===== config.mk =====
export PLATFORM = sky130hd
export DESIGN_NAME = rgb_to_hsv_range_mask
export DESIGN_NICKNAME = d
export VERILOG_FILES = /design/src/design/rgbhsv_pkg.sv /design/src/design/rgb_to_hsv_range_mask.sv
export SDC_FILE = /design/constraint.sdc
export NUM_CORES = 1
export LEC_CHECK = 0
export ABC_AREA = 0
export BUFFER_PORTS_ARGS = -buffer_cell sky130_fd_sc_hd__buf_2
export CAP_MARGIN = 15
export CORE_ASPECT_RATIO = 1.5
export CORE_MARGIN = 2
export CORE_UTILIZATION = 27
export DETAILED_ROUTE_END_ITERATION = 7
export MAX_ROUTING_LAYER = met4
export SLEW_MARGIN = 10
export SYNTH_ARGS = -nofsm -noshare
export SYNTH_HDL_FRONTEND = slang
export SYNTH_SLANG_ARGS = --single-unit

===== constraint.sdc =====
create_clock -name clk_i -period 10 [get_ports clk_i]
set_input_delay 0.5 -clock clk_i [delete_from_list [all_inputs] [get_ports clk_i]]
set_output_delay 0.5 -clock clk_i [all_outputs]
set_load 0.01 [all_outputs]

===== src/design/rgbhsv_pkg.sv =====
`timescale 1ns / 1ps

package rgbhsv_pkg;

  // Channel, result and configuration widths
  localparam int unsigned PixW   = 8;
  localparam int unsigned NumW   = 16;
  localparam int unsigned CfgIdxW = 3;
  localparam int unsigned NumStg = 7;
  localparam int unsigned NumDivStg = 4;
  localparam int unsigned BitsPerDivStg = 2;

  // Configuration register indexes
  typedef enum logic [CfgIdxW-1:0] {
    CFG_HUE_UPPER = 3'd0,
    CFG_SAT_UPPER = 3'd1,
    CFG_VAL_UPPER = 3'd2,
    CFG_HUE_LOWER = 3'd3,
    CFG_SAT_LOWER = 3'd4,
    CFG_VAL_LOWER = 3'd5
  } cfg_idx_e;

  // Which channel holds the maximum
  typedef enum logic [1:0] {
    MAX_RED   = 2'd0,
    MAX_GREEN = 2'd1,
    MAX_BLUE  = 2'd2
  } max_sel_e;

  // Front stage: channels with their maximum, spread and winning channel
  typedef struct packed {
    logic [PixW-1:0] blue;
    logic [PixW-1:0] green;
    logic [PixW-1:0] red;
    logic [PixW-1:0] mx;
    logic [PixW-1:0] d;
    max_sel_e        sel;
  } ext_t;

  // Divider stage: two restoring dividers running side by side
  typedef struct packed {
    logic [NumW-1:0] srem;
    logic [NumW-1:0] hrem;
    logic [PixW-1:0] sq;
    logic [PixW-1:0] hq;
    logic [PixW-1:0] sden;
    logic [PixW-1:0] hden;
    logic [PixW-1:0] val;
    logic            szero;
    logic            hzero;
  } div_t;

  // One restoring step at quotient bit k
  function automatic void div_bit(input logic [NumW-1:0] rem_in, input logic [PixW-1:0] den,
                                  input logic [2:0] k, output logic [NumW-1:0] rem_out,
                                  output logic qbit);
    logic [NumW-1:0] sh;
    sh = NumW'(den) << k;
    if (rem_in >= sh) begin
      rem_out = rem_in - sh;
      qbit    = 1'b1;
    end else begin
      rem_out = rem_in;
      qbit    = 1'b0;
    end
  endfunction

  // Two quotient bits, hi and hi-1, for both dividers
  function automatic div_t div_step(input div_t x, input logic [2:0] hi);
    div_t       y;
    logic [2:0] k;
    logic       qb;
    y = x;
    for (int unsigned s = 0; s < BitsPerDivStg; s++) begin
      k = hi - 3'(s);
      div_bit(y.srem, y.sden, k, y.srem, qb);
      y.sq[k] = qb;
      div_bit(y.hrem, y.hden, k, y.hrem, qb);
      y.hq[k] = qb;
    end
    return y;
  endfunction

  // Round to nearest, ties to even, given floor quotient and remainder < den
  function automatic logic [PixW-1:0] round_even(input logic [PixW-1:0] q,
                                                 input logic [NumW-1:0] rem,
                                                 input logic [PixW-1:0] den);
    logic [PixW:0] r2;
    logic [PixW:0] dn;
    r2 = {rem[PixW-1:0], 1'b0};
    dn = {1'b0, den};
    if (r2 > dn) begin
      return q + 8'd1;
    end else if (r2 == dn) begin
      return q + {7'd0, q[0]};
    end
    return q;
  endfunction

endpackage


===== src/design/rgb_to_hsv_range_mask.sv =====
`timescale 1ns / 1ps

// From input transfer to result, a pixel passes the extremes, dividend, divider and output registers.
// Throughput: one pixel per cycle while the output is not stalled; two restoring dividers, two quotient bits
// per stage over four stages, keep pace with the stream.
// Each stage holds its item until the next one can take it, so empty stages
// still fill while a result waits at the output.
// Reset clears all valid bits and sets all six bound registers to 0.
module rgb_to_hsv_range_mask
  import rgbhsv_pkg::*;
(
  input  logic                clk_i,
  input  logic                rst_ni,
  // Pixel input
  input  logic                s_axis_tvalid,
  output logic                s_axis_tready,
  input  logic [23:0]         s_axis_tdata,   // blue[7:0], green[15:8], red[23:16]
  // Result output
  output logic                m_axis_tvalid,
  input  logic                m_axis_tready,
  output logic [23:0]         m_axis_tdata,   // hue_half[7:0], saturation[15:8], brightness[23:16]
  output logic                m_axis_tuser,   // in_range[0]
  // Configuration writes
  input  logic                cfg_we_i,
  input  logic [CfgIdxW-1:0]  cfg_idx_i,
  input  logic [PixW-1:0]     cfg_data_i
);

  logic [NumStg-1:0] v_q;
  logic [NumStg-1:0] rdy;

  logic [PixW-1:0] hue_upper_q, sat_upper_q, val_upper_q;
  logic [PixW-1:0] hue_lower_q, sat_lower_q, val_lower_q;

  ext_t ext_d, ext_q;
  div_t div_q [NumDivStg+1];
  div_t num_d;

  logic [PixW-1:0] hue_d, sat_d, hue_q, sat_q, val_q;
  logic            ok_d, ok_q;

  // Bound registers
  always_ff @(posedge clk_i or negedge rst_ni) begin
    if (!rst_ni) begin
      hue_upper_q <= '0;
      sat_upper_q <= '0;
      val_upper_q <= '0;
      hue_lower_q <= '0;
      sat_lower_q <= '0;
      val_lower_q <= '0;
    end else if (cfg_we_i) begin
      case (cfg_idx_i)
        CFG_HUE_UPPER: hue_upper_q <= cfg_data_i;
        CFG_SAT_UPPER: sat_upper_q <= cfg_data_i;
        CFG_VAL_UPPER: val_upper_q <= cfg_data_i;
        CFG_HUE_LOWER: hue_lower_q <= cfg_data_i;
        CFG_SAT_LOWER: sat_lower_q <= cfg_data_i;
        CFG_VAL_LOWER: val_lower_q <= cfg_data_i;
        default: ;
      endcase
    end
  end

  // Ready chain: a stage takes a new item when empty or draining
  always_comb begin
    rdy[NumStg-1] = !v_q[NumStg-1] || m_axis_tready;
    for (int i = NumStg - 2; i >= 0; i--) begin
      rdy[i] = !v_q[i] || rdy[i+1];
    end
  end

  assign s_axis_tready = rdy[0];

  // Valid bits travel with the data
  always_ff @(posedge clk_i or negedge rst_ni) begin
    if (!rst_ni) begin
      v_q <= '0;
    end else begin
      if (rdy[0]) begin
        v_q[0] <= s_axis_tvalid;
      end
      for (int i = 1; i < NumStg; i++) begin
        if (rdy[i]) begin
          v_q[i] <= v_q[i-1];
        end
      end
    end
  end

  // Stage 0: maximum, minimum, spread and winning channel
  always_comb begin
    logic [PixW-1:0] b, g, r, mx, mn;
    b  = s_axis_tdata[7:0];
    g  = s_axis_tdata[15:8];
    r  = s_axis_tdata[23:16];
    mx = r;
    mn = r;
    if (g > mx) mx = g;
    if (b > mx) mx = b;
    if (g < mn) mn = g;
    if (b < mn) mn = b;
    ext_d.blue  = b;
    ext_d.green = g;
    ext_d.red   = r;
    ext_d.mx    = mx;
    ext_d.d     = mx - mn;
    if (r == mx) begin
      ext_d.sel = MAX_RED;
    end else if (g == mx) begin
      ext_d.sel = MAX_GREEN;
    end else begin
      ext_d.sel = MAX_BLUE;
    end
  end

  always_ff @(posedge clk_i) begin
    if (rdy[0]) begin
      ext_q <= ext_d;
    end
  end

  // Stage 1: dividends for saturation and hue
  always_comb begin
    logic signed [9:0]  diff;
    logic signed [17:0] n;
    logic signed [17:0] dd;
    dd = 18'(signed'({1'b0, ext_q.d}));
    case (ext_q.sel)
      MAX_RED: begin
        diff = 10'(signed'({1'b0, ext_q.green})) - 10'(signed'({1'b0, ext_q.blue}));
        n    = 18'(diff) * 18'sd30;
      end
      MAX_GREEN: begin
        diff = 10'(signed'({1'b0, ext_q.blue})) - 10'(signed'({1'b0, ext_q.red}));
        n    = 18'(diff) * 18'sd30 + dd * 18'sd60;
      end
      default: begin
        diff = 10'(signed'({1'b0, ext_q.red})) - 10'(signed'({1'b0, ext_q.green}));
        n    = 18'(diff) * 18'sd30 + dd * 18'sd120;
      end
    endcase
    // Wrap a negative hue by a full turn
    if (n < 0) begin
      n = n + dd * 18'sd180;
    end
    num_d.hrem  = n[NumW-1:0];
    num_d.srem  = {ext_q.d, 8'd0} - NumW'(ext_q.d);
    num_d.sq    = '0;
    num_d.hq    = '0;
    num_d.sden  = ext_q.mx;
    num_d.hden  = ext_q.d;
    num_d.val   = ext_q.mx;
    num_d.szero = (ext_q.mx == '0);
    num_d.hzero = (ext_q.d == '0);
  end

  always_ff @(posedge clk_i) begin
    if (rdy[1]) begin
      div_q[0] <= num_d;
    end
  end

  // Stages 2..5: two quotient bits each, most significant first
  for (genvar j = 0; j < NumDivStg; j++) begin : g_div
    always_ff @(posedge clk_i) begin
      if (rdy[j+2]) begin
        div_q[j+1] <= div_step(div_q[j], 3'(PixW - 1 - BitsPerDivStg * j));
      end
    end
  end

  // Stage 6: rounding and range check
  always_comb begin
    div_t x;
    x     = div_q[NumDivStg];
    sat_d = x.szero ? '0 : round_even(x.sq, x.srem, x.sden);
    hue_d = x.hzero ? '0 : round_even(x.hq, x.hrem, x.hden);
    ok_d  = (hue_d <= hue_upper_q) && (hue_d >= hue_lower_q)
         && (sat_d <= sat_upper_q) && (sat_d >= sat_lower_q)
         && (x.val <= val_upper_q) && (x.val >= val_lower_q);
  end

  always_ff @(posedge clk_i) begin
    if (rdy[NumStg-1]) begin
      hue_q <= hue_d;
      sat_q <= sat_d;
      val_q <= div_q[NumDivStg].val;
      ok_q  <= ok_d;
    end
  end

  assign m_axis_tvalid = v_q[NumStg-1];
  assign m_axis_tdata  = {val_q, sat_q, hue_q};
  assign m_axis_tuser  = ok_q;

  // Hue never leaves the half-degree circle
  a_hue_range: assert property (@(posedge clk_i) disable iff (!rst_ni)
    m_axis_tvalid |-> (m_axis_tdata[7:0] <= 8'd180))
    else $error("hue out of range");

  // A black pixel has no saturation and no hue
  a_black: assert property (@(posedge clk_i) disable iff (!rst_ni)
    (m_axis_tvalid && m_axis_tdata[23:16] == 8'd0) |->
      (m_axis_tdata[15:8] == 8'd0 && m_axis_tdata[7:0] == 8'd0))
    else $error("black pixel with color");

  // Zero saturation means a grey pixel, hence zero hue
  a_grey: assert property (@(posedge clk_i) disable iff (!rst_ni)
    (m_axis_tvalid && m_axis_tdata[15:8] == 8'd0) |-> (m_axis_tdata[7:0] == 8'd0))
    else $error("grey pixel with hue");

  // Input stalls only when the whole pipe is full behind a stalled output
  a_stall: assert property (@(posedge clk_i) disable iff (!rst_ni)
    !s_axis_tready |-> (m_axis_tvalid && !m_axis_tready && (&v_q)))
    else $error("input stalled with room in the pipe");

endmodule


==> impl_metrics.env <==
export IMPL_status="completed"
export IMPL_synth_adder_area_share_pct=21.4
export IMPL_numCtsBuffers=46
export IMPL_synth_flop_cell="edfxtp_1"
export IMPL_finalMaxSlewViolations=0
export IMPL_rows=153
export IMPL_grt_usage_pct=12.0
export IMPL_cts_sinks=388
export IMPL_setup_violations_final=0
export IMPL_overflow=0
export IMPL_finalHoldViolCount=0
export IMPL_critPathTopFamily="adder cells"
export IMPL_drt_first_iter_violations=817
export IMPL_avgSynthCellArea_um2=10.0
export IMPL_cts_tree="yes"
export IMPL_syn_nets=3654
export IMPL_worst_pin_slew_ns=1.13
export IMPL_worst_hold_path_type="in -> async"
export IMPL_max_cap_viol_count=0
export IMPL_path_clk_slew_ns=0.06
export IMPL_grt_max_degree=63
export IMPL_cts_setup_buffers=0
export IMPL_cts_hold_buf=0
export IMPL_dieArea_mm2=0.119
export IMPL_placed_cell_area_mm2=0.0336
export IMPL_clock_latency_ns=0.60
export IMPL_syn_inst=3128
export IMPL_grt_pass1_wl_mm=113
export IMPL_design_area_mm2=0.0353
export IMPL_worstSetupPathType="reg -> reg"
export IMPL_most_common_layout_cells="ha_1, inv_1, edfxtp_1"
export IMPL_seq_area_frac_synth_pct=36.3
export IMPL_antenna_left=0
export IMPL_post_route_min_period_ns=7.97
export IMPL_muxShareOfSynthArea_pct=4.60
export IMPL_layout_drive_gt1_share_pct=8.42
export IMPL_yosys_warnings=0
export IMPL_fin_setup_tns_ns=0
export IMPL_core_area_mm2=0.115
export IMPL_fmax_ghz=0.125
export IMPL_antenna_found_initial=1
export IMPL_worstPathRequired_ns=10.34
export IMPL_die_height_um=421
export IMPL_finalWirelength_mm=68.6
export IMPL_io_buffers=66
export IMPL_diodes=0
export IMPL_critPathBufInv=5
export IMPL_grt_pass1_vias=23180
export IMPL_area_growth_pct=12.7
export IMPL_synth_cell_type_count=84
export IMPL_synth_edf_count=333
export IMPL_dr_pass1_iters=5
export IMPL_viasPerCell=4.65
export IMPL_mostFrequentLayoutCell="ha_1"
export IMPL_critPathMaxFanout=6
export IMPL_cp_slowest_cell="o311ai_0"
export IMPL_rsz0062_at_grt="no"
export IMPL_synth_xor_area_share_pct=6.42
export IMPL_cts_buffer_depth=3
export IMPL_die_w_um=282
export IMPL_cp_data_arrival_time_ns=8.31
export IMPL_skew_ns=0.0212
export IMPL_wl_per_cell_um=14.3
export IMPL_timing_final_ws_setup_ns=2.03
export IMPL_layout_nets=3744
export IMPL_ctsResizeCount=0
export IMPL_synth_compound_area_share_pct=13.8
export IMPL_critPathLaunchType="flip-flop"
export IMPL_synth_top_family_by_area="adder cells"
export IMPL_dp_hpwl_mm=56.1
export IMPL_route_vias_total=22334
export IMPL_htree_num_levels=2
export IMPL_worst_hold_slack_ns=0.0414
export IMPL_post_place_ws_ns=2.00
export IMPL_cp_end_kind="flip-flop"
export IMPL_ys_ff_latch=388
export IMPL_synth_simple_gate_area_share_pct=12.3
export IMPL_gp_congestion=0.904
export IMPL_syn_cell_area_mm2=0.0313
export IMPL_async_flop_share_pct=14.2
export IMPL_maxSlewHeadroom_pct=24.5
export IMPL_io_pins=67
export IMPL_post_route_period_util_pct=79.7
export IMPL_initial_core_util_pct=27.1
export IMPL_drc_errors=0
export IMPL_max_stage_delay_ns=0.54
export IMPL_root_buffer="clkbuf_16"
==> cell families (layout without fill, tap and decap cells) <==
family                   count (synthesis)  in the layout
buffers and inverters                  427            555
XOR/XNOR                               228            228
AND/OR/NAND/NOR                        780            780
adder cells (fa/ha/maj)                486            486
AO/OA/AOI/OAI                          686            686
multiplexers                           133            133
flip-flops                             388            388
==> Yosys cell counts (all sizes together), types with 6 or more instances <==
| cell | count | area share [%] |
|---|---|---|
| clkbuf | 28 | 0.34 |
| nand4 | 31 | 0.62 |
| o31ai | 19 | 0.50 |
| mux2 | 89 | 3.2 |
| fa | 83 | 5.3 |
| xnor2 | 148 | 4.1 |
| edfxtp | 333 | 32 |
| buf | 10 | 0.20 |
| nand3 | 53 | 0.85 |
| o211ai | 10 | 0.24 |
| or4 | 13 | 0.31 |
| a21boi | 29 | 0.71 |
| or2 | 12 | 0.25 |
| a211o | 11 | 0.31 |
| nand2b | 52 | 1.0 |
| nor3 | 44 | 0.70 |
| nor2b | 74 | 1.5 |
| a211oi | 17 | 0.41 |
| or3 | 18 | 0.36 |
| nor4 | 13 | 0.26 |
| a31oi | 6 | 0.12 |
| xor2 | 79 | 2.2 |
| dfrtp | 55 | 4.4 |
| a221oi | 10 | 0.28 |
| o21a | 38 | 0.91 |
| nor2 | 216 | 2.6 |
| o31a | 7 | 0.20 |
| a21o | 84 | 2.0 |
| inv | 389 | 4.7 |
| o2111ai | 8 | 0.22 |
| and3 | 17 | 0.34 |
| o21bai | 17 | 0.41 |
| nand3b | 10 | 0.24 |
| ha | 403 | 16 |
| mux2i | 44 | 1.4 |
| o21ai | 186 | 3.0 |
| and2 | 10 | 0.20 |
| a21oi | 199 | 3.2 |
| nand2 | 189 | 2.3 |
==> registers in the layout (all words and copies together) (netlist names) <==
register / cells
sat_q: 8
div_q: 266
hue_lower_q: 8
hue_q: 8
hue_upper_q: 8
sat_upper_q: 8
v_q: 7
sat_lower_q: 8
ext_q: 42
m_axis_tuser: 1
val_upper_q: 8
val_q: 8
val_lower_q: 8
==> path summary, 6_finish.rpt <==
| kind | start | endpoint | slack (ns) | cells past startpoint |
|---|---|---|---|---|
| hold / removal | rst_ni | sat_lower_q[2]$_DFFE_PN0P_ | 0.04 | 2 |
| max in group asynchronous | rst_ni | hue_lower_q[1]$_DFFE_PN0P_ | 9.43 | 2 |
| setup reg to reg | ext_q[34]$_DFFE_PP_ | div_q[0][57]$_DFFE_PP_ | 2.03 | 30 |
| hold reg to reg | div_q[0][115]$_DFFE_PP_ | div_q[0][189]$_DFFE_PP_ | 0.40 | 0 |
| setup / recovery | ext_q[34]$_DFFE_PP_ | div_q[0][57]$_DFFE_PP_ | 2.03 | 30 |
| min in group clk_i | s_axis_tdata[8] | ext_q[26]$_DFFE_PP_ | 0.20 | 1 |
==> worst reg2reg max path: cells and delay by family (launching register included) <==
kind,cells,cell delay [ns]
flops,1,0.38
buf+inv,5,0.45
fa+ha+maj,8,2.80
xor+xnor,4,0.94
mux,1,0.24
compound gates,8,1.99
simple gates,4,0.92
==> final cells by class <==
type                       instances  area, um2
clock inverter                    40        536
inverter                         389       1460
multi-input combinational       2313      18400
timing repair buffer              80        475
fill                           11848      80100
clock buffer                      46       1150
sequential                       388      11400
tap                             1550       1940
==> per-layer routing <==
metal / track usage, % / vias to the layer above / routed length [um]
met2: 23.2 / 344 / 37600
met1: 11.9 / 10531 / 26300
met5: - / - / 0
li1: - / 11313 / -
met4: 4.82 / 0 / 2780
met3: 1.30 / 146 / 1910
==> through the flow <==
stage                     std cells  utilization (%)
after floorplan                3128                -
after detailed placement       4718             29.1
after CTS                      4804             30.5
final                          4806             30.6
after global placement         4718             29.1
after global routing           4806             30.6
Power is left out: the tool's default activity adds up to more than one toggle a clock period on the data nets, which glitch-free logic cannot reach.
